$ cat config.mk
export PLATFORM = sky130hd
export DESIGN_NAME = radix_digit_string_emitter_core
export DESIGN_NICKNAME = d
export VERILOG_FILES = /design/src/sv/rdse_pkg.sv /design/src/sv/radix_digit_string_emitter_core.sv /design/src/sv/rdse_ram.sv
export SDC_FILE = /design/constraint.sdc
export NUM_CORES = 1
export LEC_CHECK = 0
export ABC_AREA = 0
export BUFFER_PORTS_ARGS = -buffer_cell sky130_fd_sc_hd__buf_2
export CORE_ASPECT_RATIO = 1.1
export CORE_MARGIN = 4
export CORE_UTILIZATION = 26
export CTS_BUF_LIST = sky130_fd_sc_hd__clkbuf_4
export CTS_CLUSTER_DIAMETER = 60
export DETAILED_ROUTE_END_ITERATION = 7
export PLACE_DENSITY = 0.5
export SYNTH_ARGS = -nofsm -noshare
export SYNTH_HDL_FRONTEND = slang
export SYNTH_SLANG_ARGS = --single-unit
$ cat constraint.sdc
create_clock -name clk -period 3.3 [get_ports clk]
set_input_delay 0.33 -clock clk [delete_from_list [all_inputs] [get_ports clk]]
set_output_delay 0.33 -clock clk [all_outputs]
set_load 0.005 [all_outputs]
$ cat src/sv/rdse_pkg.sv
// Shared constants and helpers for the radix digit string emitter.
`default_nettype none
package rdse_pkg;

  localparam int RADIX_W = 6;
  localparam int CHAR_W  = 7;

  localparam logic [RADIX_W-1:0] RADIX_MIN = 6'd2;
  localparam logic [RADIX_W-1:0] RADIX_MAX = 6'd36;

  localparam logic [CHAR_W-1:0]  CHAR_ZERO     = 7'd48;  // '0'
  localparam logic [CHAR_W-1:0]  CHAR_A        = 7'd97;  // 'a'
  localparam logic [RADIX_W-1:0] DEC_DIGIT_MAX = 6'd9;

  // Map a digit value 0..35 onto '0'..'9', 'a'..'z'.
  function automatic logic [CHAR_W-1:0] digit_to_char(input logic [RADIX_W-1:0] d);
    logic [CHAR_W-1:0] dx;
    dx = {1'b0, d};
    if (d <= DEC_DIGIT_MAX) begin
      digit_to_char = CHAR_ZERO + dx;
    end else begin
      digit_to_char = CHAR_A + dx - CHAR_W'(DEC_DIGIT_MAX + 6'd1);
    end
  endfunction

  // Clamp the base into 2..36.
  function automatic logic [RADIX_W-1:0] sat_radix(input logic [RADIX_W-1:0] r);
    if (r < RADIX_MIN) begin
      sat_radix = RADIX_MIN;
    end else if (r > RADIX_MAX) begin
      sat_radix = RADIX_MAX;
    end else begin
      sat_radix = r;
    end
  endfunction

endpackage
`default_nettype wire

$ cat src/sv/radix_digit_string_emitter_core.sv
// Top level: converts one integer per beat into its digit string in base 2..36.
//
//   channel | direction | handshake           | payload
//   --------+-----------+---------------------+-----------------------------------
//   in      | input     | in_valid / in_stall | number[VALUE_BITS], radix[6]
//   out     | output    | out_valid/out_stall | digit_char[7], last
//
// Each digit is formed bit-serially by a restoring divider (one quotient bit
// per cycle); digits are produced until the quotient is zero.
// Each character then passes through the RAM read, load and show states, the
// padding '0' through read and show only; the show state holds while the
// output stalls.
// Synchronous active-high reset returns the sequencer to idle; the input
// stalls during reset and from acceptance until the last character beat is taken.
`default_nettype none
module radix_digit_string_emitter_core #(
  parameter int VALUE_BITS = 31
) (
  input  wire logic                        clk,
  input  wire logic                        rst,
  input  wire logic                        in_valid,
  output logic                             in_stall,
  input  wire logic [VALUE_BITS-1:0]       number,
  input  wire logic [rdse_pkg::RADIX_W-1:0] radix,
  output logic                             out_valid,
  input  wire logic                        out_stall,
  output logic      [rdse_pkg::CHAR_W-1:0] digit_char,
  output logic                             last
);

  localparam int DEPTH = VALUE_BITS + 1;
  localparam int AW    = $clog2(DEPTH);
  localparam int BW    = $clog2(VALUE_BITS);
  localparam int RW    = rdse_pkg::RADIX_W;

  typedef enum logic [4:0] {
    S_IDLE = 5'b00001,
    S_DIV  = 5'b00010,
    S_RD   = 5'b00100,
    S_WAIT = 5'b01000,
    S_SHOW = 5'b10000
  } state_t;

  state_t state, state_next;

  logic [VALUE_BITS-1:0] quo;
  logic [RW-1:0]         rem;
  logic [RW-1:0]         base;
  logic [BW-1:0]         bit_cnt;
  logic [AW-1:0]         dcount;
  logic                  lead;

  logic [RW:0]           trial;
  logic                  ge;
  logic [RW-1:0]         rem_next;
  logic [VALUE_BITS-1:0] quo_next;
  logic                  digit_done;
  logic                  ram_we;
  logic [RW-1:0]         ram_rdata;
  logic                  in_fire;

  assign in_stall = rst || (state != S_IDLE);
  assign in_fire = in_valid && !in_stall;
  assign out_valid = (state == S_SHOW);

  // One restoring division step: shift in the next dividend bit.
  assign trial      = {rem, quo[VALUE_BITS-1]};
  assign ge         = (trial >= {1'b0, base});
  assign rem_next   = ge ? RW'(trial - {1'b0, base}) : trial[RW-1:0];
  assign quo_next   = {quo[VALUE_BITS-2:0], ge};
  assign digit_done = (state == S_DIV) && (bit_cnt == BW'(VALUE_BITS - 1));
  assign ram_we     = digit_done;

  rdse_ram #(
    .WIDTH (RW),
    .DEPTH (DEPTH)
  ) u_digits (
    .clk   (clk),
    .we    (ram_we),
    .waddr (dcount),
    .wdata (rem_next),
    .raddr (dcount - AW'(1)),
    .rdata (ram_rdata)
  );

  always_comb begin
    state_next = state;
    case (state)
      S_IDLE: begin
        if (in_valid) state_next = S_DIV;
      end
      S_DIV: begin
        if (digit_done && (quo_next == '0)) state_next = S_RD;
      end
      S_RD: begin
        state_next = lead ? S_SHOW : S_WAIT;
      end
      S_WAIT: begin
        state_next = S_SHOW;
      end
      S_SHOW: begin
        if (!out_stall) state_next = last ? S_IDLE : S_RD;
      end
      default: state_next = S_IDLE;
    endcase
  end

  always_ff @(posedge clk) begin
    if (rst) begin
      state <= S_IDLE;
    end else begin
      state <= state_next;
    end
  end

  always_ff @(posedge clk) begin
    if (in_fire) begin
      quo     <= number;
      rem     <= '0;
      base    <= rdse_pkg::sat_radix(radix);
      bit_cnt <= '0;
      dcount  <= '0;
      lead    <= (number <= VALUE_BITS'(rdse_pkg::DEC_DIGIT_MAX));
    end
    if (state == S_DIV) begin
      quo <= quo_next;
      if (digit_done) begin
        // Start the next digit on the quotient just formed.
        rem     <= '0;
        bit_cnt <= '0;
        dcount  <= dcount + AW'(1);
      end else begin
        rem     <= rem_next;
        bit_cnt <= bit_cnt + BW'(1);
      end
    end
    if (state == S_RD && lead) begin
      digit_char <= rdse_pkg::CHAR_ZERO;
      last       <= 1'b0;
      lead       <= 1'b0;
    end
    if (state == S_WAIT) begin
      digit_char <= rdse_pkg::digit_to_char(ram_rdata);
      last       <= (dcount == AW'(1));
      dcount     <= dcount - AW'(1);
    end
  end

endmodule
`default_nettype wire

$ cat src/sv/rdse_ram.sv
// Generic single-write, single-read RAM with registered read data.
`default_nettype none
module rdse_ram #(
  parameter int WIDTH = 6,
  parameter int DEPTH = 32
) (
  input  wire logic                     clk,
  input  wire logic                     we,
  input  wire logic [$clog2(DEPTH)-1:0] waddr,
  input  wire logic [WIDTH-1:0]         wdata,
  input  wire logic [$clog2(DEPTH)-1:0] raddr,
  output logic      [WIDTH-1:0]         rdata
);

  logic [WIDTH-1:0] mem [DEPTH];

  always_ff @(posedge clk) begin
    if (we) begin
      mem[waddr] <= wdata;
    end
    rdata <= mem[raddr];
  end

endmodule
`default_nettype wire

Yosys cells after proc, flatten, opt, wreduce, memory -nomap -nowiden:

Memory sizes are Yosys's and may differ from the RTL's. A register that Yosys moved wholly into a read port is not among the register bits.
Cells that the tools add are included.

* register bits after elaboration: 67
* bits in latches: 0
* bits in writable memories: 192
* memory bits (read-only): 0
* bits of input ports: 41
* output and inout port bits: 10
* logic and storage cells: 72
* memories kept: 1

Memories
* u_digits.mem: depth 32, bits a word 6, read ports 1, clocked after memory_dff 1, wr ports 1, RTL line rdse_ram.sv:15 `logic [WIDTH-1:0] mem [DEPTH];`

* $add $sub $neg: 7
* $mul: 0
* div/mod/pow operators: 0
* $lt $le $gt $ge: 5
* equal/unequal tests: 11
* shifts and indexed selects: 0
* multiplexer cells: 27
* bitwise logic cells: 0
* reduce and logical (&&, ||, !) cells: 11

Operator list (number)
* $mux W31: 2
* $mux W5: 11
* $le A31 B4 Y1 const B: 1
* $logic_not A31 Y1: 1
* $mux W6: 5
* $pmux W5 S5: 1
* $mux W7: 3
* $add A5 B1 Y5 const B: 2
* $eq A5 B1 Y1 const B: 2
* $eq A5 B5 Y1 const B: 2
* $add A6 B6 Y7 const A: 1
* $add A7 B6 Y7 const A: 1
* $ge A7 B6 Y1: 1
* $sub A7 B4 Y7 const B: 1
* $gt A6 B6 Y1 const B: 1
* $le A6 B4 Y1 const B: 1
* $lt A6 B2 Y1 const B: 1
* $ne A2 B2 Y1 const B: 3
* $sub A6 B6 Y6: 1
* $eq A5 B2 Y1 const B: 1
* $eq A5 B3 Y1 const B: 1
* $eq A5 B4 Y1 const B: 1
* $ne A5 B1 Y1 const B: 1
* $sub A5 B1 Y5 const B: 1
* 8 further kinds: 15

Depth between registers and ports, before layout:

* word-level depth: 8
* depth in mapped cells: 11
* gate-level depth less buffers: 9

Modules after synthesis:

From an unflattened synthesis, not the netlist that was laid out.

* cell total of the unflattened synthesis: 639
* area total of the unflattened synthesis: 11234.5 um2

Modules (own cells, without submodules)
* rdse_ram: instances 1, cells each 323, area each 7589.8 um2, seq. area each 5885.6 um2
* radix_digit_string_emitter_core: instances 1, cells each 316, area each 3644.7 um2, seq. area each 1901.8 um2

Worst setup path before layout:

No wires, ideal clock.

* path type: reg-to-reg
* from: register rem[3]
* to: memory u_digits.mem[0][5] (data pin)
* library setup time: 0.474 ns
* data arrival time: 2.925 ns
* data required time: 2.826 ns
* slack: -0.099 ns
* stages on the path, launching flop included: 7
* buffers on the path: 0
* clock period less this slack: 3.399 ns
* cell sequence: edfxtp_1 -> ha_1 -> a21o_1 -> a211o_1 -> a41oi_2 -> nor4b_1 -> a211oi_1

* word-level cells in the longest chain between the ends: 2
* elaborated cells on any way between the ends: 3
* classes of those cells: 1 x add/sub; 1 x order compare; 1 x mux

RTL lines
* from (decl): RTL line radix_digit_string_emitter_core.sv:47 `logic [RW-1:0] rem;`
* from (signal assigned): RTL line radix_digit_string_emitter_core.sv:133 `rem <= rem_next;`
* $sub A6 B6 Y6 or $ge A7 B6 Y1 (tied branches): RTL line radix_digit_string_emitter_core.sv:69, radix_digit_string_emitter_core.sv:68
* $mux W6 (*): RTL line radix_digit_string_emitter_core.sv:69 `assign rem_next = ge ? RW'(trial - {1'b0, base}) : trial[RW-1:0];`
* net rem_next[5]: RTL line radix_digit_string_emitter_core.sv:55 `logic [RW-1:0] rem_next;`
* to (decl): RTL line rdse_ram.sv:15

Mark *: on every way through the listed nets, which the timed path passes. The rest lies on a longest branch.

Worst setup path after layout:

* from: register rem[1]
* to: memory u_digits.mem[13][1] (data pin)

* word-level cells in the longest chain between the ends: 2

RTL lines
* $ge A7 B6 Y1: RTL line radix_digit_string_emitter_core.sv:68 `assign ge = (trial >= {1'b0, base});`
* $mux W6: RTL line radix_digit_string_emitter_core.sv:69
* net rem_next[1]: RTL line radix_digit_string_emitter_core.sv:55

The timed path passes the listed nets, and every way through them passes these cells.

==> qor.csv <==
metric;value;unit
Total GRT Usage;10.7;%
core area;43300;sq um
Tightest Hold Check Type;primary input to flop;
Rows;80;
Startpoint Class;flop;
largest net degree at the start of global routing;43;
most common cell after layout, fill and taps aside;edfxtp_1;
Worst-Margin Slew;1.04;ns
HPWL after detailed placement;16.6;mm
CTS buffer count;68;
DRT iter0 DRCs;398;
R2R setup slack;0.43;ns
worst endpoint required time;3.82;ns
RSZ-0062 raised after global routing;no;
DR vias;6746;
final count of hold timing violations;0;
Max Clk Rate;0.348;GHz
Routed WL per cell;16.6;um
Placer Congestion;0.792;
DRC viols;0;
CP arrival;3.40;ns
dpl cells;1368;
Post-CTS Setup Inserts;0;
# port buffers;50;
chip height;227;um
clock sinks;265;
post-synth net total;810;
Fillers;4292;
final net count;965;
Max-Slew Margin vs Limit;30.4;%
Synth-to-Final Area Change;21.1;%
Yosys Warn Count;0;
Pre-Repair DR Iteration Count;4;
critical-path maximum fanout;22;
ys flop type;edfxtp_1;
top cells by area, synth;edfxtp_1 (66%), mux4_2 (9.5%), nand2_1 (4.3%), dfxtp_1 (3.0%), ha_1 (2.0%);
Mapped Area;11400;sq um
antenna violations before repair;1;
fin cells;1533;
Starting Density;26.2;%
first-pass GRT wire length;39.2;mm
status;finished clean;
Synth top area share;65.5;%
clock buffer depth;3;
die width;207;um
Final Power;7.64;mW
CTS root buf;clkbuf_4;
Synth Area per Inst;15.2;sq um
Cell variety after synth;58;
sequential element share of the synthesized area;68.5;%
post-layout min period;2.87;ns
full die area;47100;sq um
layout cells sized above 1;26.5;%
IR Drop Worst-Case VDD;0.000223;V
DRT antenna net count;0;
Gate Count Post-Synth;750;
most frequent cells in the layout;edfxtp_1 (248), nand2_1 (128), clkbuf_4 (100), nor2_1 (59), buf_2 (50);
Congestion Overflow GR;0;
Routed WL;25.4;mm
CTS tree;built;
power per cell area;556;nW/um^2
final instance area;13800;sq um
Async SR Flop Fraction;0;%
Ports;51;
Final TNS setup;0;ns
Final Max Slew Viols;0;
Pleak;4.90;nW
Tcrit/Tclk final;87.1;%
vias per cell;4.40;
Post-synth EDFFs;248;
crit end category;flop;
FF+latch count, synth;265;
final setup skew;0.0478;ns
Synth area leader;edfxtp_1;
vias in the first global route;7025;
Setup violations, final;0;
max_cap viols;0;
Setup CP Type;flop to flop;
Worst-path clk slew;0.06;ns
clock latency on the worst-skew pair;0.72;ns
CTS H-tree depth;3;
worst hold slack;0.192;ns
DP Area;12400;sq um
## metal layers
| metal | global-route usage, % | vias up | wire length (um) |
|---|---|---|---|
| li1 | - | 3208 | - |
| met2 | 18.7 | 157 | 13000 |
| met1 | 12.5 | 3327 | 10200 |
| met3 | 2.67 | 54 | 1290 |
| met4 | 5.01 | 0 | 827 |
| met5 | 0 | - | 0 |
## Yosys cell counts (8+ instances only)
cell / n
edfxtp_1: 248
nand2_1: 129
nor2_1: 60
mux4_2: 48
inv_1: 23
mux2i_1: 22
ha_1: 18
dfxtp_1: 17
buf_2: 12
nor2b_1: 12
a21oi_1: 11
clkbuf_1: 11
nor4_1: 11
o21ai_0: 10
nor3_1: 8
o21ai_1: 8
## sequential cells by signal, indices dropped and copies added, names as in the netlist
register        cells
rem                 6
last                1
lead                1
u_digits.mem      192
state               5
quo                31
bit_cnt             5
digit_char          7
u_digits.rdata      6
dcount              5
base                6
## power by group
| part | internal (mW) | leakage [nW] | total (mW) | switching [mW] |
|---|---|---|---|---|
| logic | 0.269 | 1.93 | 0.730 | 0.462 |
| registers | 3.88 | 2.41 | 3.95 | 0.0727 |
| clock network | 1.64 | 0.558 | 2.96 | 1.32 |
| total | 5.79 | 4.90 | 7.64 | 1.86 |
## worst max-delay path, stage by stage (launching register included)
cell and delay [ns]:
edfxtp_1 0.40, ha_1 0.40, nand2_1 0.07, o21ai_0 0.22, a41oi_2 0.23, buf_4 0.23, o21ai_2 0.80, buf_4 0.34
## cells by family after synthesis
logic type	synth area share (%)
AOI/OAI and AO/OA	3.83
xor gates and xnor gates	1.07
adders and majority gates	2.25
buffers and inverters	2.16
DFF	68.5
muxes	11.6
and+or+nand+nor	10.6
## path summary, 6_finish.rpt
| kind | from | endpoint | cells past startpoint |
|---|---|---|---|
| setup / recovery | rem[1] | u_digits.mem[13][1] | 7 |
| hold / removal | out_stall | state[2] | 4 |
| setup reg to reg | rem[1] | u_digits.mem[13][1] | 7 |
| hold reg to reg | lead | lead | 1 |
## through the flow
step	util [%]	setup slack (ns)
2_1_floorplan	-	0.601
3_3_place_gp	28.6	0.431
5_1_grt	31.7	0.227
4_1_cts	31.7	0.392
6_report	31.7	0.426
3_5_place_dp	28.6	0.394
## layout make-up
class / instances / area, sq um / area share, %
Multi-Input combinational cell: 432 / 3370 / 24.5
Sequential cell: 265 / 7790 / 56.6
Tap cell: 574 / 718 / 5.22
Clock buffer: 100 / 751 / 5.46
Clock inverter: 23 / 175 / 1.27
Antenna cell: 1 / 2.50 / 0.0182
Timing Repair Buffer: 115 / 866 / 6.29
Inverter: 23 / 86.3 / 0.628
## what timing repair did
action,in CTS,in global routing
hold buffers,41,0
endpoints found under the hold margin,42,0
gates resized for setup,0,0
Power figures use the tool's default switching activity.
